==> src/hw/rtl/cst_pkg.sv <==
// ----------------------------------------------------------------------------
// cst_pkg
// Shared types, register codes and saturating fixed-point helpers for the
// Cholesky semidefinite test unit.
// ----------------------------------------------------------------------------
`default_nettype none

package cst_pkg;

  typedef logic signed [63:0] val_t;
  typedef logic [63:0]        mag_t;
  typedef logic [127:0]       wide_t;

  localparam val_t VAL_MAX = 64'sh7FFF_FFFF_FFFF_FFFF;
  localparam val_t VAL_MIN = 64'sh8000_0000_0000_0000;

  localparam int DIM_W     = 12;
  localparam int TOL_W     = 40;
  localparam int TOL_FRAC  = 40;
  localparam int CFG_IDX_W = 2;

  localparam logic [TOL_W-1:0] PIVOT_TOL_RESET   = 40'd110;
  localparam logic [TOL_W-1:0] OFFDIAG_TOL_RESET = 40'd1099512;

  typedef enum logic [CFG_IDX_W-1:0] {
    REG_DIMENSION   = 2'd0,
    REG_PIVOT_TOL   = 2'd1,
    REG_OFFDIAG_TOL = 2'd2
  } cfg_reg_t;

  typedef enum logic [1:0] {
    ST_TESTED    = 2'd0,
    ST_EMPTY     = 2'd1,
    ST_TOO_LARGE = 2'd2
  } status_t;

  localparam logic CMD_ACCUM = 1'b0;
  localparam logic CMD_EVAL  = 1'b1;

  function automatic val_t sat_add(input val_t a, input val_t b);
    logic signed [64:0] s;
    s = {a[63], a} + {b[63], b};
    if (s[64] != s[63]) return s[64] ? VAL_MIN : VAL_MAX;
    return s[63:0];
  endfunction

  function automatic val_t sat_sub(input val_t a, input val_t b);
    logic signed [64:0] s;
    s = {a[63], a} - {b[63], b};
    if (s[64] != s[63]) return s[64] ? VAL_MIN : VAL_MAX;
    return s[63:0];
  endfunction

  function automatic mag_t mag64(input val_t a);
    return a[63] ? (~mag_t'(a) + 64'd1) : mag_t'(a);
  endfunction

  // sign a magnitude and clamp; big means the magnitude overflowed 64 bits
  function automatic val_t from_mag(input logic neg, input mag_t m, input logic big);
    if (!neg) return (big || m[63]) ? VAL_MAX : val_t'(m);
    if (big || m > 64'h8000_0000_0000_0000) return VAL_MIN;
    return val_t'(~m + 64'd1);
  endfunction

endpackage

`default_nettype wire

==> src/hw/rtl/cst_div.sv <==
// ----------------------------------------------------------------------------
// cst_div
// Restoring divider, one quotient bit per cycle over a 128-bit numerator.
// Keeps the low 63 quotient bits and flags any higher set bit as overflow.
// ----------------------------------------------------------------------------
`default_nettype none

module cst_div
  import cst_pkg::*;
(
  input  wire logic  clk,
  input  wire logic  rst,
  input  wire logic  start,
  input  wire wide_t num,
  input  wire mag_t  den,
  output logic        done,
  output logic [62:0] quot,
  output logic        big
);

  wide_t       nr;
  mag_t        dr;
  logic [63:0] rem;
  logic [6:0]  cnt;
  logic        busy;
  logic [64:0] rs;
  logic        ge;

  assign rs = {rem, nr[127]};
  assign ge = rs >= {1'b0, dr};

  always_ff @(posedge clk) begin
    if (rst) begin
      busy <= 1'b0;
      done <= 1'b0;
    end else begin
      done <= 1'b0;
      if (start) begin
        busy <= 1'b1;
      end else if (busy && cnt == 7'd0) begin
        busy <= 1'b0;
        done <= 1'b1;
      end
    end
  end

  always_ff @(posedge clk) begin
    if (start) begin
      nr   <= num;
      dr   <= den;
      rem  <= '0;
      quot <= '0;
      big  <= 1'b0;
      cnt  <= 7'd127;
    end else if (busy) begin
      nr   <= {nr[126:0], 1'b0};
      rem  <= ge ? 64'(rs - {1'b0, dr}) : rs[63:0];
      quot <= {quot[61:0], ge};
      if (ge && cnt >= 7'd63) begin
        big <= 1'b1;
      end
      cnt <= cnt - 7'd1;
    end
  end

endmodule

`default_nettype wire

==> config.mk <==
export PLATFORM = sky130hd
export DESIGN_NAME = cst_div
export DESIGN_NICKNAME = d
export VERILOG_FILES = /design/src/hw/rtl/cst_pkg.sv /design/src/hw/rtl/cst_div.sv
export SDC_FILE = /design/constraint.sdc
export NUM_CORES = 1
export LEC_CHECK = 0
export BUFFER_PORTS_ARGS = -buffer_cell sky130_fd_sc_hd__clkbuf_2
export CORE_ASPECT_RATIO = 0.75
export CORE_MARGIN = 5
export CORE_UTILIZATION = 50
export DETAILED_ROUTE_END_ITERATION = 6
export GPL_TIMING_DRIVEN = 0
export PLACE_DENSITY = 0.72
export SKIP_CTS_REPAIR_TIMING = 1
export SLEW_MARGIN = 10
export SYNTH_ARGS = -nofsm -noshare
export SYNTH_HDL_FRONTEND = slang
export SYNTH_SLANG_ARGS = --single-unit
==> constraint.sdc <==
create_clock -name clk -period 6.8 [get_ports clk]
set_input_delay 1.02 -clock clk [delete_from_list [all_inputs] [get_ports clk]]
set_output_delay 1.02 -clock clk [all_outputs]
set_load 0.005 [all_outputs]
==> impl_metrics.tcl <==
set metrics [dict create \
    synth_nets 1810 \
    cts.clk_slew.worst_paths_ns 0.06 \
    ys_seq_area_frac 0.504 \
    crit_start "dr[32]" \
    port_buffers 259 \
    p_leak_uw 0.00836 \
    mostFrequentLayoutCell "clkbuf_2" \
    synth_compound_area_frac 0.130 \
    synthCells 1547 \
    final.setup_skew_ns 0.0224 \
    drv_cap 0 \
    drv_slew 0 \
    synth_edf_count 192 \
    die_width_um 222 \
    grt_max_degree 87 \
    slew_headroom 0.324 \
    rsz0062_at_grt "no" \
    status "complete, no violations" \
    dieArea_um2 37600 \
    powerDensity_nw_per_um2 260 \
    synthMuxAreaShare 0.145 \
    postSynth.asyncResetShare 0 \
    wl_per_cell_um 18.9 \
    clock-sinks 329 \
    row_count 58 \
    track_usage 0.226 \
    layout-drive-gt1-share 0.263 \
    worst_path_largest_cell_delay_ns 0.68 \
    worst_setup_path_end_kind "flop" \
    final-setup-viol-count 0 \
    clock.fmax_ghz 0.242 \
    critPathMaxFanout 10 \
    mostFrequentLayoutCells "263 x clkbuf_2, 192 x edfxtp_1, 172 x nor2_1" \
    synthesis.area_um2 16900 \
    r2r_cells 12 \
    drt_iter0_markers 1043 \
    hold_depth 2 \
    syn_area_per_cell_um2 10.9 \
    holdPathEnd "quot[62]" \
    core_area_um2 33500 \
    cts.htree.levels 2 \
    grt_pass1_vias 12826 \
    drc 0 \
    place_ws_ns 2.84 \
    io_pins 260 \
    r2r_setup_slack_ns 2.66 \
    synth-simple-area-share 0.0950 \
    cts_tree "done" \
    route.vias.total 12913 \
    hold_class "reg -> reg" \
    viasPerCell 5.55 \
    die_h_um 169 \
    grt_pass1_wl_mm 69.3 \
    clk_path_buf_depth 3 \
    dp_hpwl_mm 32.8 \
    synth_xor_xnor_area_share 0.0296 \
    gr-total-overflow 0 \
    area_delta_synth_final_pct 18.4 \
    finalWorstSetupSlack_ns 2.66 \
    min_from "quot[62]" \
    finalCritPeriodShare 0.608 \
    tightest_slew_ns 1.01 \
    drt-total-wl_mm 43.9 \
    r2r-start "dr[32]" \
    timing.rr.end "rem[62]" \
    crit_arrival_ns 4.58 \
    gp_congestion 0.945 \
    ys_seq_elements 329 \
    cts_buffers 35 \
    ir_drop_mv 0.198 \
    critPathKind "reg -> reg" \
    postLayoutCoreUtil 0.598 \
    clock_latency_ns 0.54 \
    first_pass_iters 6 \
    synth-adder-area-share 0.0508 \
    yosysWarnings 0 \
    cp-start-kind "flop" \
    worst_path_most_repeated_cell "o2111ai_1" \
    crit_chain "inv_1 > ha_1 > clkbuf_2 > nand2_1 > nor4_1 > nand4_1 > a2111oi_2 > o2111ai_1 > a21oi_1 > clkbuf_1 > o2111ai_1 > a311oi_1" \
    slowest_stage "a2111oi_2" \
    drtAntennaViolNets 0 \
    hold_violations 0 \
    initial_core_util 0.505 \
    antenna_found_initial 7 \
    ys_types 74 \
    synth_ff_type "edfxtp_1" \
    fin_nets 2108 \
    clock_tree.root_cell "clkbuf_16" \
    cp.required_ns 7.24 \
    min_period_ns 4.14 \
    synth_top_family_by_area "multiplexers" \
]
[Yosys cell counts (3+ instances only)]
cell type | n | area (um2)
buf_4 | 4 | 30.0
nand3_1 | 12 | 60.1
o21ai_0 | 65 | 325
nand2b_1 | 11 | 68.8
and3_1 | 11 | 68.8
nor2b_1 | 11 | 68.8
mux2i_1 | 101 | 1010
and2_1 | 4 | 25.0
a31oi_1 | 13 | 81.3
o21a_1 | 11 | 82.6
or3_1 | 3 | 18.8
nor3_1 | 16 | 80.1
xnor2_1 | 40 | 350
a211oi_1 | 49 | 368
nand2_1 | 87 | 327
a21oi_1 | 87 | 435
a311oi_1 | 5 | 43.8
mux2_2 | 127 | 1430
nand4_1 | 18 | 113
o21bai_1 | 22 | 165
nor2_1 | 172 | 646
buf_6 | 4 | 45.0
a21o_1 | 27 | 203
buf_2 | 7 | 35.0
buf_1 | 4 | 15.0
clkbuf_8 | 3 | 41.3
a221o_1 | 5 | 50.1
a22oi_1 | 5 | 37.5
o211ai_1 | 6 | 45.0
edfxtp_1 | 192 | 5770
inv_1 | 89 | 334
and2_2 | 3 | 22.5
dfxtp_1 | 137 | 2740
a21boi_0 | 4 | 30.0
o2111ai_1 | 5 | 43.8
clkdlybuf4s15_2 | 3 | 33.8
xor2_1 | 17 | 149
clkbuf_2 | 5 | 25.0
clkbuf_1 | 47 | 176
ha_1 | 67 | 838
[through the flow]
| stage | hold slack (ns) | power (uW) | cell area [um2] | cells | setup TNS [ns] |
|---|---|---|---|---|---|
| 2_1_floorplan | 0.461 | 3010 | 16900 | 1547 | 0 |
| 3_3_place_gp | 0.482 | 3250 | 18800 | 2256 | -81.37 |
| 3_5_place_dp | 0.485 | 3270 | 18800 | 2258 | 0 |
| 4_1_cts | 0.501 | 5230 | 20000 | 2322 | 0 |
| 5_1_grt | 0.516 | 5440 | 20000 | 2322 | 0 |
| 6_report | 0.498 | 5190 | 20000 | 2325 | 0 |
[where the power goes]
part | internal, uW | total (uW) | leakage (uW) | switching, uW
sequential | 2280 | 2340 | 0.00303 | 61.8
clock | 1110 | 1950 | 0.000575 | 835
combinational | 389 | 905 | 0.00476 | 516
[registers in the layout, indices dropped and copies added (netlist names)]
signal	flops
big	1
busy	1
cnt	7
done	1
dr	64
nr	128
quot	63
rem	64
[area by class of cell]
type	count	area [um2]
Multi-Input combinational cell	1047	7600
Tap cell	450	563
Antenna cell	3	7.51
Sequential cell	329	8510
Buffer	82	453
Fill cell	2817	13500
Clock buffer	40	925
Timing Repair Buffer	261	1350
Clock inverter	24	250
Inverter	89	339
[logic make-up after synthesis]
logic type                 Yosys count
AOI/OAI and AO/OA                  333
muxes                              228
buffers and inverters              171
xor gates and xnor gates            57
and+or+nand+nor                    361
DFF                                329
adders and majority gates           68
[worst max-delay path by stage]
| stage | endpoint | depth (start not counted) |
|---|---|---|
| after global routing | rem[62] | 12 |
| after CTS | rem[62] | 12 |
| after floorplan | nr[0] | 4 |
| final | rem[62] | 12 |
| after detailed placement | rem[62] | 12 |
| after global placement | nr[25] | 5 |
[worst max-delay path: cells and delay by family (launching register included)]
family	cells	cell delay, ns
AND/OR/NAND/NOR	3	0.95
flip-flops	1	0.33
buffers and inverters	3	0.83
adder cells (fa/ha/maj)	1	0.27
AO/OA/AOI/OAI	5	1.66
[per-layer routing]
| metal | up-vias | track usage | wire length (um) |
|---|---|---|---|
| met5 | - | 0 | 75 |
| met4 | 10 | 0.0608 | 1170 |
| li1 | 6233 | - | - |
| met3 | 85 | 0.0647 | 3780 |
| met2 | 405 | 0.341 | 19000 |
| met1 | 6180 | 0.322 | 19800 |
(Power assumes the default switching activity.)
