## src/hw/rtl/cst_pkg.sv

```systemverilog
// ----------------------------------------------------------------------------
// cst_pkg
// Shared types, register codes and saturating fixed-point helpers for the
// Cholesky semidefinite test unit.
// ----------------------------------------------------------------------------
`default_nettype none

package cst_pkg;

  typedef logic signed [63:0] val_t;
  typedef logic [63:0]        mag_t;
  typedef logic [127:0]       wide_t;

  localparam val_t VAL_MAX = 64'sh7FFF_FFFF_FFFF_FFFF;
  localparam val_t VAL_MIN = 64'sh8000_0000_0000_0000;

  localparam int DIM_W     = 12;
  localparam int TOL_W     = 40;
  localparam int TOL_FRAC  = 40;
  localparam int CFG_IDX_W = 2;

  localparam logic [TOL_W-1:0] PIVOT_TOL_RESET   = 40'd110;
  localparam logic [TOL_W-1:0] OFFDIAG_TOL_RESET = 40'd1099512;

  typedef enum logic [CFG_IDX_W-1:0] {
    REG_DIMENSION   = 2'd0,
    REG_PIVOT_TOL   = 2'd1,
    REG_OFFDIAG_TOL = 2'd2
  } cfg_reg_t;

  typedef enum logic [1:0] {
    ST_TESTED    = 2'd0,
    ST_EMPTY     = 2'd1,
    ST_TOO_LARGE = 2'd2
  } status_t;

  localparam logic CMD_ACCUM = 1'b0;
  localparam logic CMD_EVAL  = 1'b1;

  function automatic val_t sat_add(input val_t a, input val_t b);
    logic signed [64:0] s;
    s = {a[63], a} + {b[63], b};
    if (s[64] != s[63]) return s[64] ? VAL_MIN : VAL_MAX;
    return s[63:0];
  endfunction

  function automatic val_t sat_sub(input val_t a, input val_t b);
    logic signed [64:0] s;
    s = {a[63], a} - {b[63], b};
    if (s[64] != s[63]) return s[64] ? VAL_MIN : VAL_MAX;
    return s[63:0];
  endfunction

  function automatic mag_t mag64(input val_t a);
    return a[63] ? (~mag_t'(a) + 64'd1) : mag_t'(a);
  endfunction

  // sign a magnitude and clamp; big means the magnitude overflowed 64 bits
  function automatic val_t from_mag(input logic neg, input mag_t m, input logic big);
    if (!neg) return (big || m[63]) ? VAL_MAX : val_t'(m);
    if (big || m > 64'h8000_0000_0000_0000) return VAL_MIN;
    return val_t'(~m + 64'd1);
  endfunction

endpackage

`default_nettype wire

```

## src/hw/rtl/cst_mul.sv

```systemverilog
// ----------------------------------------------------------------------------
// cst_mul
// 64x64 unsigned multiplier built from four 32x32 partial products, one per
// cycle, accumulated into a 128-bit result. Done pulses on the final add.
// ----------------------------------------------------------------------------
`default_nettype none

module cst_mul
  import cst_pkg::*;
(
  input  wire logic  clk,
  input  wire logic  rst,
  input  wire logic  start,
  input  wire mag_t  a,
  input  wire mag_t  b,
  output logic       done,
  output wide_t      product
);

  mag_t        ar, br;
  logic [2:0]  phase;
  logic        busy;
  logic [63:0] pp;
  logic [31:0] ah, bh;
  wide_t       addend;

  always_comb begin
    unique case (phase)
      3'd0:    begin ah = ar[31:0];  bh = br[31:0];  end
      3'd1:    begin ah = ar[31:0];  bh = br[63:32]; end
      3'd2:    begin ah = ar[63:32]; bh = br[31:0];  end
      default: begin ah = ar[63:32]; bh = br[63:32]; end
    endcase
    unique case (phase)
      3'd1:      addend = {64'd0, pp};
      3'd2, 3'd3: addend = {32'd0, pp, 32'd0};
      3'd4:      addend = {pp, 64'd0};
      default:   addend = '0;
    endcase
  end

  always_ff @(posedge clk) begin
    if (rst) begin
      busy  <= 1'b0;
      done  <= 1'b0;
      phase <= '0;
    end else begin
      done <= 1'b0;
      if (start) begin
        busy  <= 1'b1;
        phase <= '0;
      end else if (busy) begin
        phase <= phase + 3'd1;
        if (phase == 3'd4) begin
          busy <= 1'b0;
          done <= 1'b1;
        end
      end
    end
  end

  always_ff @(posedge clk) begin
    if (start) begin
      ar      <= a;
      br      <= b;
      product <= '0;
    end else if (busy) begin
      pp      <= ah * bh;
      product <= product + addend;
    end
  end

endmodule

`default_nettype wire

```

## config.mk

```make
export PLATFORM = sky130hd
export DESIGN_NAME = cst_mul
export DESIGN_NICKNAME = d
export VERILOG_FILES = /design/src/hw/rtl/cst_pkg.sv /design/src/hw/rtl/cst_mul.sv
export SDC_FILE = /design/constraint.sdc
export NUM_CORES = 2
export LEC_CHECK = 0
export BUFFER_PORTS_ARGS = -buffer_cell sky130_fd_sc_hd__clkbuf_2
export CAP_MARGIN = 20
export CORE_ASPECT_RATIO = 1.75
export CORE_MARGIN = 10
export CORE_UTILIZATION = 54
export DETAILED_ROUTE_END_ITERATION = 10
export HOLD_SLACK_MARGIN = 0.03
export PLACE_DENSITY = 0.71
export SYNTH_ARGS = -nofsm -noshare
export SYNTH_HDL_FRONTEND = slang
export SYNTH_SLANG_ARGS = --single-unit
```

## constraint.sdc

```tcl
create_clock -name clk -period 20.2 [get_ports clk]
set_clock_uncertainty 0.1 [all_clocks]
set_input_delay 0 -clock clk [delete_from_list [all_inputs] [get_ports clk]]
set_output_delay 0 -clock clk [all_outputs]
set_load 0.01 [all_outputs]
```

==> results <==
- The flow ran to the end, and the final reports show no timing, DRC or antenna violations.
- In the global route stage, met3 resource usage came out at 7.18%.
- The total global routing track utilization is 38.2%.
- The number of rows in the core area is 151.
- The insertion delay to the later sink of the worst-skew pair is 0.61 ns.
- The category of the worst setup path launch point is a flip-flop.
- At the pin with the least slew margin, the transition time is 1.11 ns.
- The detail route stage leaves a number of antenna-violating nets equal to 0.
- TritonCTS built the clock tree.
- The number of warnings reported in the yosys synthesis log is 0.
- The final route contains 45700 vias.
- The minimum setup slack among reg-to-reg paths is 9.24 ns.
- The class of the most critical hold timing path is in2reg.
- The ratio of cells with drive above 1 in the final layout is 9.04%.
- The first global-routing pass estimated 312000 um of wire.
- The start point of the worst hold path is a[7].
- Input and output buffers added on the ports amount to 259.
- The number of synthesized register bits is 325.
- The number of global-route vias before repair is 49000.
- The total setup violations reported at the end of the flow is 0.
- The nature of the critical path endpoint is a flip-flop.
- The die is 257 um wide.
- Data on the critical path arrives at its endpoint at 11.21 ns.
- Setup repair after global routing left no endpoint under its margin.
- Among the stages of the critical path, the cell type that occurs most often is fa_1.
- Among all flip-flop cells after synthesis, the most frequent one is edfxtp_1.
- The end of the worst hold path is ar[7].
- The worst slew margin relative to its limit is 24.7%.
- Dividing the detail-routed via count by the number of cells gives 6.08.
- The worst register-to-register path ends at pp[56].
- The number of enable flip-flop cells after synthesis is 192.
- For this run, the detailed router's first-pass iteration total came to 6.
- The number of gates resized after CTS was 0.
- The worst hold path cell count is 2.
- For met1 alone, demand over resource in global routing was 37.4%.
- The gate count of the mapped netlist is 5882.
- The maximum fanout count along the critical path is 40.
- The met2 usage is 67.0%.
- On the critical path, the stage with the largest delay is an instance of mux2i_4.
- The clock net in this run drives a total of 325 sinks.
- At the end of routability-driven placement, the weighted congestion stood at 1.05.
- The clock tree buffer depth is 3.
- The worst register-to-register path has a depth of 29.
- Entering global routing, the biggest net connects 77 pins.
- The number of buffers created by CTS is 36.
- The area of the die is 111000 um^2.
- The final-report max-slew violation count is 0.
- The unique cell type count in the Yosys netlist is 91.
- The maximum achievable frequency is 91.2 MHz.
- The number of antenna violations at the first check in global routing is 4.
- The global routing stage identified its most utilized layer as met2.
- The detail-routed net length per standard cell is 28.3 um.
- The area growth from synthesis to layout is 11.5%.
- 260 I/O pins were placed.
- The fraction of registers with async set or reset after synthesis is 0%.
- The tree is rooted in a clkbuf_16.
- Adding up every negative setup slack in the final design gives 0 ns.
- The maximum level of the CTS H-tree is 2.
- The final worst-path cycle share is 54.3%.
- The worst reg2reg path startpoint is phase[0].
- The critical path is of the reg2reg type.
- The HPWL after detailed placement is 163000 um.
- The core region is 96900 um^2.
- The max-capacitance violation count is 0.
- The number of setup buffers added after CTS is 0.
- Each instance of the synthesized netlist takes up on average 8.99 um^2.
- The sum of overflow across all layers after global routing is 0.
- The overall die height is 434 um.
- The hold violation count in the final report is 0.
- The share of the yosys chip area belonging to registers is 15.9%.
- The number of buffers inserted for hold repair after clock tree synthesis is 215.
- The number of nets in the layout is 7602.
- The required time of the critical path is 20.45 ns.
- Counting I/O delays and the setup requirement, the final critical path takes 10.96 ns.
- After filler insertion, the fill cell instance count of the layout stands at 8341.
- Clock-pin slew was measured on the worst setup and hold paths at 0.08 ns.
- The routed wire length is 213000 um.
- The number of nets in the synthesized netlist is 7305.
- The detailed router finished its first iteration with 4013 violations.
- The delay of the slowest cell on the worst path is 1.02 ns.
- The starting density of the core is 54.5%.
- The mapped netlist covers 52900 um^2.
- In the routed design, unresolved DRC markers number 0.
-- final cells by class --
class / count / area, um^2 / share of cell area [%]
multi-input combinational: 4336 / 40100 / 68.0
sequential: 325 / 8430 / 14.3
timing repair buffer: 549 / 4040 / 6.85
inverter: 931 / 3490 / 5.93
tap: 1300 / 1630 / 2.76
clock buffer: 41 / 972 / 1.65
clock inverter: 24 / 293 / 0.497
antenna: 5 / 12.5 / 0.0212
-- registers in the layout (all words and copies together) (netlist names) --
name	flops
product	128
done	1
pp	64
br	64
phase	3
ar	64
busy	1
-- metal layers --
layer	routed length [um]	up-vias
met5	11	-
met4	25000	2
met3	16300	979
met2	105000	2559
met1	66000	22600
li1	-	19500
-- cell families after synthesis --
group	share of synthesized area, %
buf+inv	8.77
mux	3.81
simple gates	14.5
xor+xnor	2.87
fa+ha+maj	43.3
compound gates	10.8
flops	15.9
-- cells in the final DEF (no fill, tap or decap), drive strengths merged, types with 35 or more instances in the layout --
master,Yosys,final
buf,55,73
a22o,69,69
o21ai,203,203
and2,53,53
clkbuf,235,302
and3,51,51
a21o,108,108
xor2,59,59
mux2,64,64
dfxtp,133,133
nor2,775,775
nand4,78,78
xnor2,114,114
edfxtp,192,192
a21oi,258,258
fa,897,897
inv,931,935
nand2,674,674
dlygate4sd3,0,215
nor3,35,35
o21bai,47,47
mux2i,129,129
ha,395,395
-- stage by stage --
step	setup WS, ns	instance area [um^2]	hold WS, ns	util (%)	std cells
6_report	9.24	59000	0.0353	60.8	7511
5_1_grt	8.85	58900	0.0568	60.8	7508
4_1_cts	9.42	58900	0.0323	60.8	7504
3_5_place_dp	9.43	55500	0.0787	57.3	7224
3_3_place_gp	9.59	55500	0.0771	57.2	7223
2_1_floorplan	10.99	52900	-0.0276	-	5882
-- how the worst max path moves through the flow --
stage | from | end | slack [ns] | cells past startpoint
final | phase[0] | pp[56] | 9.24 | 29
after global routing | phase[0] | pp[56] | 8.85 | 28
after CTS | phase[0] | pp[63] | 9.42 | 28
after detailed placement | phase[0] | pp[63] | 9.43 | 28
after global placement | phase[0] | pp[63] | 9.59 | 28
after floorplan | phase[0] | pp[56] | 10.99 | 31
-- Yosys cell counts, drive strengths merged, types with 7 or more instances --
cell type | number | area [um^2]
nor4 | 15 | 121
o221ai | 7 | 61.3
and3 | 51 | 320
a21oi | 258 | 1290
or3 | 14 | 87.6
a31o | 7 | 61.3
ha | 395 | 4940
a21o | 108 | 813
mux2i | 129 | 1290
and4 | 19 | 169
nand4 | 78 | 488
dfxtp | 133 | 2660
nor2b | 19 | 119
nand2b | 20 | 125
a31oi | 27 | 196
a21boi | 12 | 93.8
or2 | 7 | 43.8
xnor2 | 114 | 998
edfxtp | 192 | 5770
nor3 | 35 | 180
a211oi | 26 | 215
and2 | 53 | 334
xor2 | 59 | 517
o31ai | 13 | 108
inv | 931 | 3490
o21bai | 47 | 357
mux2 | 64 | 721
fa | 897 | 18000
clkbuf | 235 | 888
a2111oi | 7 | 80.1
buf | 55 | 254
nand3 | 32 | 160
a22o | 69 | 604
o21ai | 203 | 1030
nand2 | 674 | 2530
a221oi | 7 | 61.3
o21a | 33 | 249
nor2 | 775 | 2910
-- critical path, delay by kind of cell, from the launching register on --
family | cells | cell delay [ns]
fa+ha+maj | 10 | 4.63
compound gates | 7 | 2.47
buf+inv | 6 | 1.02
mux | 1 | 1.02
simple gates | 4 | 0.78
flops | 1 | 0.40
xor+xnor | 1 | 0.17
Power is left out: the tool's default activity adds up to more than one toggle a clock period on the data nets, which glitch-free logic cannot reach.
