[src/hw/rtl/cst_pkg.sv]
// ----------------------------------------------------------------------------
// cst_pkg
// Shared types, register codes and saturating fixed-point helpers for the
// Cholesky semidefinite test unit.
// ----------------------------------------------------------------------------
`default_nettype none

package cst_pkg;

  typedef logic signed [63:0] val_t;
  typedef logic [63:0]        mag_t;
  typedef logic [127:0]       wide_t;

  localparam val_t VAL_MAX = 64'sh7FFF_FFFF_FFFF_FFFF;
  localparam val_t VAL_MIN = 64'sh8000_0000_0000_0000;

  localparam int DIM_W     = 12;
  localparam int TOL_W     = 40;
  localparam int TOL_FRAC  = 40;
  localparam int CFG_IDX_W = 2;

  localparam logic [TOL_W-1:0] PIVOT_TOL_RESET   = 40'd110;
  localparam logic [TOL_W-1:0] OFFDIAG_TOL_RESET = 40'd1099512;

  typedef enum logic [CFG_IDX_W-1:0] {
    REG_DIMENSION   = 2'd0,
    REG_PIVOT_TOL   = 2'd1,
    REG_OFFDIAG_TOL = 2'd2
  } cfg_reg_t;

  typedef enum logic [1:0] {
    ST_TESTED    = 2'd0,
    ST_EMPTY     = 2'd1,
    ST_TOO_LARGE = 2'd2
  } status_t;

  localparam logic CMD_ACCUM = 1'b0;
  localparam logic CMD_EVAL  = 1'b1;

  function automatic val_t sat_add(input val_t a, input val_t b);
    logic signed [64:0] s;
    s = {a[63], a} + {b[63], b};
    if (s[64] != s[63]) return s[64] ? VAL_MIN : VAL_MAX;
    return s[63:0];
  endfunction

  function automatic val_t sat_sub(input val_t a, input val_t b);
    logic signed [64:0] s;
    s = {a[63], a} - {b[63], b};
    if (s[64] != s[63]) return s[64] ? VAL_MIN : VAL_MAX;
    return s[63:0];
  endfunction

  function automatic mag_t mag64(input val_t a);
    return a[63] ? (~mag_t'(a) + 64'd1) : mag_t'(a);
  endfunction

  // sign a magnitude and clamp; big means the magnitude overflowed 64 bits
  function automatic val_t from_mag(input logic neg, input mag_t m, input logic big);
    if (!neg) return (big || m[63]) ? VAL_MAX : val_t'(m);
    if (big || m > 64'h8000_0000_0000_0000) return VAL_MIN;
    return val_t'(~m + 64'd1);
  endfunction

endpackage

`default_nettype wire

[src/hw/rtl/cst_sqrt.sv]
// ----------------------------------------------------------------------------
// cst_sqrt
// Digit-by-digit integer square root: floor(sqrt(rad)) of a 128-bit radicand,
// two radicand bits per cycle.
// ----------------------------------------------------------------------------
`default_nettype none

module cst_sqrt
  import cst_pkg::*;
(
  input  wire logic  clk,
  input  wire logic  rst,
  input  wire logic  start,
  input  wire wide_t rad,
  output logic       done,
  output mag_t       root
);

  wide_t       rr;
  logic [65:0] rem;
  logic [5:0]  cnt;
  logic        busy;
  logic [67:0] rs;
  logic [67:0] trial;
  logic        ge;

  assign rs    = {rem, rr[127:126]};
  assign trial = {2'b00, root, 2'b01};
  assign ge    = rs >= trial;

  always_ff @(posedge clk) begin
    if (rst) begin
      busy <= 1'b0;
      done <= 1'b0;
    end else begin
      done <= 1'b0;
      if (start) begin
        busy <= 1'b1;
      end else if (busy && cnt == 6'd0) begin
        busy <= 1'b0;
        done <= 1'b1;
      end
    end
  end

  always_ff @(posedge clk) begin
    if (start) begin
      rr   <= rad;
      rem  <= '0;
      root <= '0;
      cnt  <= 6'd63;
    end else if (busy) begin
      rr   <= {rr[125:0], 2'b00};
      rem  <= ge ? 66'(rs - trial) : rs[65:0];
      root <= {root[62:0], ge};
      cnt  <= cnt - 6'd1;
    end
  end

endmodule

`default_nettype wire

[config.mk]
export PLATFORM = sky130hd
export DESIGN_NAME = cst_sqrt
export DESIGN_NICKNAME = d
export VERILOG_FILES = /design/src/hw/rtl/cst_pkg.sv /design/src/hw/rtl/cst_sqrt.sv
export SDC_FILE = /design/constraint.sdc
export NUM_CORES = 1
export LEC_CHECK = 0
export BUFFER_PORTS_ARGS = -buffer_cell sky130_fd_sc_hd__buf_2
export CAP_MARGIN = 40
export CORE_MARGIN = 8
export CORE_UTILIZATION = 45
export DETAILED_ROUTE_END_ITERATION = 6
export MAX_ROUTING_LAYER = met4
export PLACE_DENSITY = 0.64
export SYNTH_ARGS = -nofsm -noshare
export SYNTH_HDL_FRONTEND = slang
export SYNTH_SLANG_ARGS = --single-unit
[constraint.sdc]
create_clock -name clk -period 4.8 [get_ports clk]
set_input_delay 0.72 -clock clk [delete_from_list [all_inputs] [get_ports clk]]
set_output_delay 0.72 -clock clk [all_outputs]
set_load 0.01 [all_outputs]
==> flow_summary.toml, run 1 <==
[outcome]
outcome = "finished, final reports clean"

[placement]
gp_congestion = 0.9026
numPortBuffers = 195
dp_hpwl_um = 27660

[power]
vdd_ir_drop_max_mv = 0.6825
leakage_nw = 7.180
powerDensity_mw_per_mm2 = 661.5

[routing]
wl_per_cell_um = 17.84
drt_wl_total_um = 38270
vias = 11717
ant_nets = 0
drtIter0Drc = 734
drtPass1Iterations = 5
via_per_inst = 5.462
drc = 0

[yosys]
postSynthAreaPerCell_um2 = 10.13
synth.cell_area_mm2 = 0.01528
yosysTopAreaCell = "edfxtp_1"
ys_seq_elements = 266
ys.flop_type = "dfxtp_1"
synth_most_common_cell = "nor2_1"
synth_edf_count = 128
ys_top_cells_by_count = "nor2_1 (176), dfxtp_1 (138), mux2_2 (129)"
netlist.area_leader.share_pct = 25.15
yosysUniqueCellTypes = 79
synth_compound_area_share_pct = 17.06
synthTopCellsByArea = "edfxtp_1 (25%), dfxtp_1 (18%), mux2_2 (9.5%), ha_1 (5.5%), mux2i_1 (4.8%)"
ys_seq_area_share_pct = 43.23
synth_xor_area_share_pct = 3.668
synth_top_family_by_area = "compound AO/OA/AOI/OAI gates"
synth_nets = 1707
synthAdderAreaFrac_pct = 5.486
synth-simple-area-share_pct = 11.05
ys_warn_count = 0
synthMuxAreaShare_pct = 14.43
synthArstFlopShare_pct = 0
netlist_instances = 1509

[floorplan]
dieArea_mm2 = 0.04011
start_util_pct = 45.69
core_area_mm2 = 0.03345
die_w_um = 200.3
rows = 67
die_h_um = 200.3
pin_count = 196

[setup_path]
crit_required_ps = 5270
cp_cell_sequence = "inv_1 > ha_1 > nand3_1 > nor3_1 > nand2_1 > o311ai_1 > a21oi_2 > o31ai_4 > nor4b_2 > o211a_1 > mux2_1 > a211oi_1"
slowest_stage = "ha_1"
worst_setup_path_start_kind = "flip-flop"
cpPeakStageDelay_ps = 430
arrival_ps = 4340
reg2reg_slack_ps = 930
reg2reg_to = "rem[58]$_SDFFE_PP0P_"
critical_path.endpoint_type = "flip-flop"
reg2reg_from = "root[16]$_SDFFE_PP0P_"
critPathBufInv = 1
critPathKind = "reg -> reg"
reg2reg_depth = 12
crit_family = "compound AO/OA/AOI/OAI gates"
cp_max_fo = 7

[sta]
setup_viol = 0
period_share_pct = 80.60
timing.slew.headroom_pct = 42.98
worst_pin_slew_ps = 855.3
finClkSkew_ps = 33.63
hold_viol_final = 0
fmax_mhz = 258.5
min_period_ps = 3869
fin_tns_setup_ps = 0
final_max_slew_viol_count = 0
rsz0062_at_grt = "false"

[clock_tree]
root_buffer = "clkbuf_16"
cts_buffers = 30
clock_latency_ps = 590
hold_buffers = 0
cts_max_level = 1
cts_tree = "done"
clk_pin_slew_ps = 60
cts_sinks = 266
cts_buffer_depth = 3
cts.repair.resized = 0
post_cts.repair.setup_buffers = 0

[min_path]
hp-start = "rst"
min_to = "busy$_SDFFE_PP0P_"
worstHoldPathCells = 2
holdCritPathClass = "in -> reg"

[final_layout]
final_nets = 1854
fin_util_pct = 52.53
drive_above_1_share_pct = 26.79
fill_cells = 3040
area_growth_pct = 14.98

[flow_run]
drv_cap = 0

[grt]
grt_first_pass_wirelength_um = 61460
grt_pass1_vias = 11561
grt_start_max_net_pins = 108
overflow = 0
grt_usage_pct = 18.76
antenna_found_initial = 15
[per-stage QoR]
step,setup WS (ps),power (W),hold WS (ps),cell area (um2),std cells
after floorplan,523.5,0.008318,454.2,15280,1509
after global placement,969.8,0.009252,470.0,16480,2070
after detailed placement,938.4,0.009310,476.8,16530,2072
after CTS,909.5,0.01166,261.2,17530,2128
after global routing,624.8,0.01247,281.1,17560,2143
final,931.1,0.01162,289.7,17570,2145
[registers in the layout, summed over array words and instances (netlist names)]
| register | flops |
|---|---|
| done | 1 |
| rr | 128 |
| busy | 1 |
| cnt | 6 |
| root | 64 |
| rem | 66 |
[cell families after synthesis]
kind of cell,Yosys count
simple gates,368
buf+inv,179
xor+xnor,64
compound gates,361
mux,204
flops,266
fa+ha+maj,67
[metal layers]
| metal | track usage [%] | share of wire (%) | wire length (um) |
|---|---|---|---|
| met5 | - | 0 | 0 |
| met1 | 24.16 | 45 | 17390 |
| met2 | 28.17 | 44 | 16700 |
| met4 | 4.915 | 2.6 | 984 |
| met3 | 6.051 | 8.3 | 3192 |
[worst max path at each step]
stage / to / depth (start not counted) / start / slack [ps]
floorplan: rr[0]$_SDFFCE_PN0P_ / 4 / start / 520
global route: rem[50]$_SDFFE_PP0P_ / 12 / root[37]$_SDFFE_PP0P_ / 620
detailed placement: rem[58]$_SDFFE_PP0P_ / 12 / root[16]$_SDFFE_PP0P_ / 940
CTS: rem[58]$_SDFFE_PP0P_ / 12 / root[16]$_SDFFE_PP0P_ / 910
global placement: rem[58]$_SDFFE_PP0P_ / 12 / root[16]$_SDFFE_PP0P_ / 970
finish: rem[58]$_SDFFE_PP0P_ / 12 / root[16]$_SDFFE_PP0P_ / 930
[where the power goes]
group | switching [W] | total, W | internal [W]
registers | 0.000228 | 0.00294 | 0.00271
clock network | 0.000941 | 0.00229 | 0.00135
logic | 0.00385 | 0.00639 | 0.00254
[cells in the final DEF (no fill, tap or decap), drive strengths merged, types with 8 or more instances in the layout]
cell,instances
a211oi,46
nor3,9
o31ai,8
o211ai,10
diode,17
mux2,130
nor2b,8
o21a,15
o21bai,14
inv,88
nor2,176
xnor2,37
and2,10
clkbuf,49
a21o,33
nand2b,12
dfxtp,138
a22oi,9
a21oi,111
xor2,27
mux2i,74
edfxtp,128
o21ai,60
buf,206
ha,67
and3,8
nand3,19
nand2,77
a31oi,11
nand4,25
[cell type report]
cell class                      instances  area [um2]  area share (%)
Inverter                               88       332.8           1.894
Clock inverter                          7       87.58          0.4985
Sequential cell                       266        6610           37.62
Clock buffer                           49       912.1           5.192
Timing Repair Buffer                  206        1126           6.409
Multi-Input combinational cell       1064        7898           44.95
Antenna cell                           17       42.54          0.2421
Tap cell                              448       560.5           3.190
(Power assumes the default switching activity.)
==> inputs of run 2 (changes only) <==
Clock period 4.8 ns to 3.7 ns, I/O delays scaled along.
==> run 2 against run 1 <==
Effect of this change: wire length fell by 1.5%; sequential share of layout area fell by 0.77 points; fmax rose by 14%; die area did not move; clock power rose by 47%; setup slack got worse by 620 ps.
==> flow_summary.toml, run 2 (synthesis gave the netlist of run 1 again) <==
[outcome]
outcome = "finished, final reports clean"

[power]
powerDensity_mw_per_mm2 = 892.1
vdd_ir_drop_max_mv = 0.5930
leakage_nw = 7.389

[routing]
drt_wl_total_um = 37710
drtPass1Iterations = 5
dr_wl_met2_um = 16260
via_per_inst = 5.384
drtIter0Drc = 732
drt-met1-wl_um = 17420
dr_wl_met3_um = 2904
ant_nets = 0
wl_per_cell_um = 17.32
drc = 0
vias = 11721
highest_layer = "met4"

[clock_tree]
cts_buffer_depth = 3
cts_tree = "done"
cts_sinks = 266
post_cts.repair.setup_buffers = 0
hold_buffers = 0
root_buffer = "clkbuf_16"
clock_latency_ps = 570
cts_buffers = 31
clk_pin_slew_ps = 60
cts_max_level = 1

[setup_path]
crit_path_start = "root[2]$_SDFFE_PP0P_"
arrival_ps = 3860
critical_path.endpoint_type = "flip-flop"
slowest_stage = "dfxtp_1"
reg2reg_slack_ps = 310
reg2reg_to = "rem[58]$_SDFFE_PP0P_"
crit_required_ps = 4160
cp_cell_sequence = "inv_1 > ha_1 > o211ai_1 > a21oi_1 > o22ai_4 > o311ai_1 > a21oi_2 > o31ai_4 > nor4b_2 > o211a_1 > mux2_1 > a211oi_1"
worst_setup_path_start_kind = "flip-flop"
cpPeakStageDelay_ps = 400
crit_end = "rem[58]$_SDFFE_PP0P_"
reg2reg_depth = 12
cp_max_fo = 5
crit_family = "compound AO/OA/AOI/OAI gates"
critPathKind = "reg -> reg"
cp.depth = 12
critPathBufInv = 1
reg2reg_from = "root[2]$_SDFFE_PP0P_"

[sta]
fmax_mhz = 294.8
hold_viol_final = 0
worst_pin_slew_ps = 779.9
worst_hold_slack_ps = 163.0
finClkSkew_ps = 15.31
setup_viol = 0
period_share_pct = 91.68
rsz0062_at_grt = "false"
min_period_ps = 3392
fin_tns_setup_ps = 0
final_max_slew_viol_count = 0
timing.slew.headroom_pct = 48.00

[floorplan]
start_util_pct = 45.69
die_w_um = 200.3
core_area_mm2 = 0.03345
die_h_um = 200.3
rows = 67
pin_count = 196
dieArea_mm2 = 0.04011

[final_layout]
drive_above_1_share_pct = 28.56
regMostFlops = "rr"
multi_input_area_mm2 = 0.007903
area_growth_pct = 17.39
reg_top3 = "rr (128), rem (66), root (64)"
final_nets = 1887
largest_register_ffs = 128
regArea_mm2 = 0.006610
layout_commonest_cell = "buf_2"
fill_cells = 3027
mostFrequentLayoutCells = "buf_2 (194), nor2_1 (176), dfxtp_1 (137)"
fin_area_mm2 = 0.01794

[flow_run]
drv_cap = 0

[grt]
overflow = 0
grt_start_max_net_pins = 129
grt_pass1_vias = 11776
antenna_found_initial = 15
grt_first_pass_wirelength_um = 61040
grt_usage_pct = 18.54

[min_path]
holdCritPathClass = "in -> reg"

[placement]
gp_congestion = 0.8979
placed_area_mm2 = 0.01676
numPortBuffers = 195
dp_hpwl_um = 27780
-- run 2: cell types whose count changed in the layout (fill, tap and decap cells not counted), moves of 3 or more --
cell / delta
buf_4: +32
bufinv_16: +7
clkbuf_8: -7
clkbuf_1: -8
inv_6: +3
-- run 2: layer usage --
metal / vias to the layer above / track usage [%]
met4: 0 / 5.887
li1: 5854 / -
met1: 5516 / 23.61
met3: 73 / 5.938
met2: 278 / 27.71
met5: - / -
-- run 2: area by class of cell --
cell class	count	share of cell area (%)
Sequential cell	266	36.85
Clock buffer	35	4.520
Timing Repair Buffer	238	7.575
Antenna cell	17	0.2371
Clock inverter	21	1.779
Inverter	88	1.862
Tap cell	448	3.125
Multi-Input combinational cell	1064	44.05
-- run 2: worst min path at each step --
stage	slack, ps	depth (start not counted)	from	end
floorplan	450	2	rem[0]$_SDFFE_PP0P_	rem[0]$_SDFFE_PP0P_
detailed placement	480	2	rem[0]$_SDFFE_PP0P_	rem[0]$_SDFFE_PP0P_
finish	160	2	rst	busy$_SDFFE_PP0P_
CTS	150	2	rst	busy$_SDFFE_PP0P_
global placement	470	2	rem[0]$_SDFFE_PP0P_	rem[0]$_SDFFE_PP0P_
global route	160	2	rst	busy$_SDFFE_PP0P_
-- run 2: report_power, final --
group          leakage [nW]  switching [W]  internal [W]  total (W)
logic                  4.43        0.00512       0.00372    0.00885
registers              2.41       0.000272       0.00352    0.00379
clock network         0.544        0.00124       0.00212    0.00337
total                  7.39        0.00664       0.00937     0.0160
-- run 2: repair_timing --
action	in CTS	in global routing
hold endpoints to repair	0	0
setup endpoints to repair	0	1
resized for setup	0	1
-- run 2: stage by stage --
| stage | setup slack [ps] | utilization (%) | power (W) | instances |
|---|---|---|---|---|
| after floorplan | 67.85 | - | 0.01079 | 1509 |
| after global placement | 377.9 | 50.11 | 0.01260 | 2104 |
| after detailed placement | 312.4 | 50.11 | 0.01263 | 2104 |
| after CTS | 270.6 | 53.49 | 0.01608 | 2160 |
| after global routing | 26.66 | 53.62 | 0.01716 | 2175 |
| final | 307.9 | 53.63 | 0.01600 | 2177 |
==> inputs of run 3 (changes only) <==
Settings changed: PLACE_DENSITY 0.64 to not set.
==> run 3 against run 2 <==
Effect of this change: critical endpoint unchanged; die area did not move; sequential share of layout area rose by 0.25 points; sequential power barely moved; critical path type unchanged; critical path depth did not move.
==> flow_summary.toml, run 3 (synthesis gave the netlist of run 1 again) <==
[min_path]
holdCritPathClass = "in -> reg"

[clock_tree]
cts_buffer_depth = 3
cts_sinks = 266
post_cts.repair.setup_buffers = 0
clock_latency_ps = 560
clk_pin_slew_ps = 60
cts_tree = "done"
cts_max_level = 1
root_buffer = "clkbuf_16"
hold_buffers = 0
cts_buffers = 29

[grt]
antenna_found_initial = 16
grt_pass1_vias = 11540
grt_start_max_net_pins = 84
grt_usage_pct = 18.36
grt_first_pass_wirelength_um = 60730
overflow = 0

[final_layout]
layout_commonest_cell = "buf_2"
reg_top3 = "rr (128), rem (66), root (64)"
area_growth_pct = 16.60
fin_util_pct = 53.27
mostFrequentLayoutCells = "buf_2 (194), nor2_1 (176), dfxtp_1 (137)"
fin_area_mm2 = 0.01782
final_nets = 1883
drive_above_1_share_pct = 28.40
largest_register_ffs = 128
regMostFlops = "rr"

[setup_path]
cp_cell_sequence = "inv_1 > ha_1 > nand2b_1 > a21oi_1 > o22ai_4 > o311ai_1 > a21oi_2 > o31ai_4 > nor4b_4 > o211a_1 > mux2_1 > a211oi_1"
critPathBufInv = 1
worst_setup_path_start_kind = "flip-flop"
slowest_stage = "edfxtp_1"
cp_max_fo = 5
arrival_ps = 3810
critical_path.endpoint_type = "flip-flop"
crit_required_ps = 4160
critPathKind = "reg -> reg"
crit_family = "compound AO/OA/AOI/OAI gates"
cpPeakStageDelay_ps = 450

[routing]
ant_nets = 0
drtIter0Drc = 631
wl_per_cell_um = 17.19
drc = 0
drtPass1Iterations = 4
via_per_inst = 5.310
drt_wl_total_um = 37340
vias = 11533

[sta]
rsz0062_at_grt = "false"
period_share_pct = 90.70
finClkSkew_ps = 23.03
final_max_slew_viol_count = 0
hold_viol_final = 0
fmax_mhz = 298.0
fin_tns_setup_ps = 0
min_period_ps = 3356
timing.slew.headroom_pct = 51.96
setup_viol = 0
worst_pin_slew_ps = 719.1

[floorplan]
die_w_um = 200.3
rows = 67
start_util_pct = 45.69
dieArea_mm2 = 0.04011
core_area_mm2 = 0.03345
pin_count = 196
die_h_um = 200.3

[power]
pwr-share-seq_pct = 24.2
powerDensity_mw_per_mm2 = 876.4
pwr-share-clk_pct = 19.8
p_sw_share_pct = 42.17
p_sw_w = 0.006586
p_int_w = 0.009030
vdd_ir_drop_max_mv = 0.7221
combinationalPowerShare_pct = 56.0
leakage_nw = 7.319

[placement]
gp_congestion = 0.9087
placed_area_mm2 = 0.01675
numPortBuffers = 195
dp_hpwl_um = 27490

[flow_run]
drv_cap = 0

[outcome]
outcome = "finished, final reports clean"
run 3: final timing paths:
| check | slack, ps | end | cells after the start | startpoint |
|---|---|---|---|---|
| hold / removal | 170 | busy$_SDFFE_PP0P_ | 2 | rst |
| setup / recovery | 340 | rem[58]$_SDFFE_PP0P_ | 12 | rr[126]$_DFFE_PP_ |
| hold reg to reg | 490 | rem[0]$_SDFFE_PP0P_ | 2 | rem[0]$_SDFFE_PP0P_ |
| setup reg to reg | 340 | rem[58]$_SDFFE_PP0P_ | 12 | rr[126]$_DFFE_PP_ |
run 3: repair_timing:
action | in CTS | in global routing
gates resized for setup | 0 | 2
endpoints found under the setup margin | 0 | 1
hold endpoints to repair | 0 | 0
run 3: cell type report:
| cell class | count | area (um2) |
|---|---|---|
| clock buffers | 32 | 737.0 |
| diodes | 16 | 40.04 |
| clock inverters | 22 | 280.3 |
| flip-flops and latches | 266 | 6610 |
| inverters | 88 | 334.1 |
| fillers | 3084 | 15630 |
| repair buffers | 236 | 1344 |
| well taps | 448 | 560.5 |
| multi-input cells | 1064 | 7911 |
run 3: power by group through the flow:
stage          clock, W  sequential, W  combinational, W
4_1_cts         0.00318        0.00378           0.00875
2_1_floorplan         0        0.00375           0.00703
3_5_place_dp          0        0.00384           0.00870
3_3_place_gp          0        0.00383           0.00870
5_1_grt         0.00329        0.00383           0.00966
6_report        0.00309        0.00378           0.00874
run 3: metal layers:
metal	vias up	wire (um)	part of all wire, %	track usage [%]
met5	-	0	0	-
met4	0	657	1.8	3.784
met3	44	3067	8.2	6.487
met2	257	16240	43	27.72
met1	5402	17380	47	23.56
li1	5830	-	-	-
run 3: worst reg2reg max path, stage by stage (launching register included):
cell	delay, ps
edfxtp_1	450
inv_1	100
ha_1	230
nand2b_1	170
a21oi_1	370
o22ai_4	190
o311ai_1	320
a21oi_2	120
o31ai_4	270
nor4b_4	300
o211a_1	190
mux2_1	320
a211oi_1	240
run 3: metrics by stage:
| step | power, W | worst slack, ps | hold WS, ps | std cells |
|---|---|---|---|---|
| 6_report | 0.01562 | 344.2 | 168.5 | 2172 |
| 5_1_grt | 0.01678 | 20.43 | 153.3 | 2172 |
| 4_1_cts | 0.01571 | 192.3 | 146.6 | 2156 |
| 3_5_place_dp | 0.01254 | 261.0 | 482.6 | 2102 |
| 3_3_place_gp | 0.01253 | 330.5 | 469.1 | 2102 |
| 2_1_floorplan | 0.01079 | 67.85 | 454.2 | 1509 |
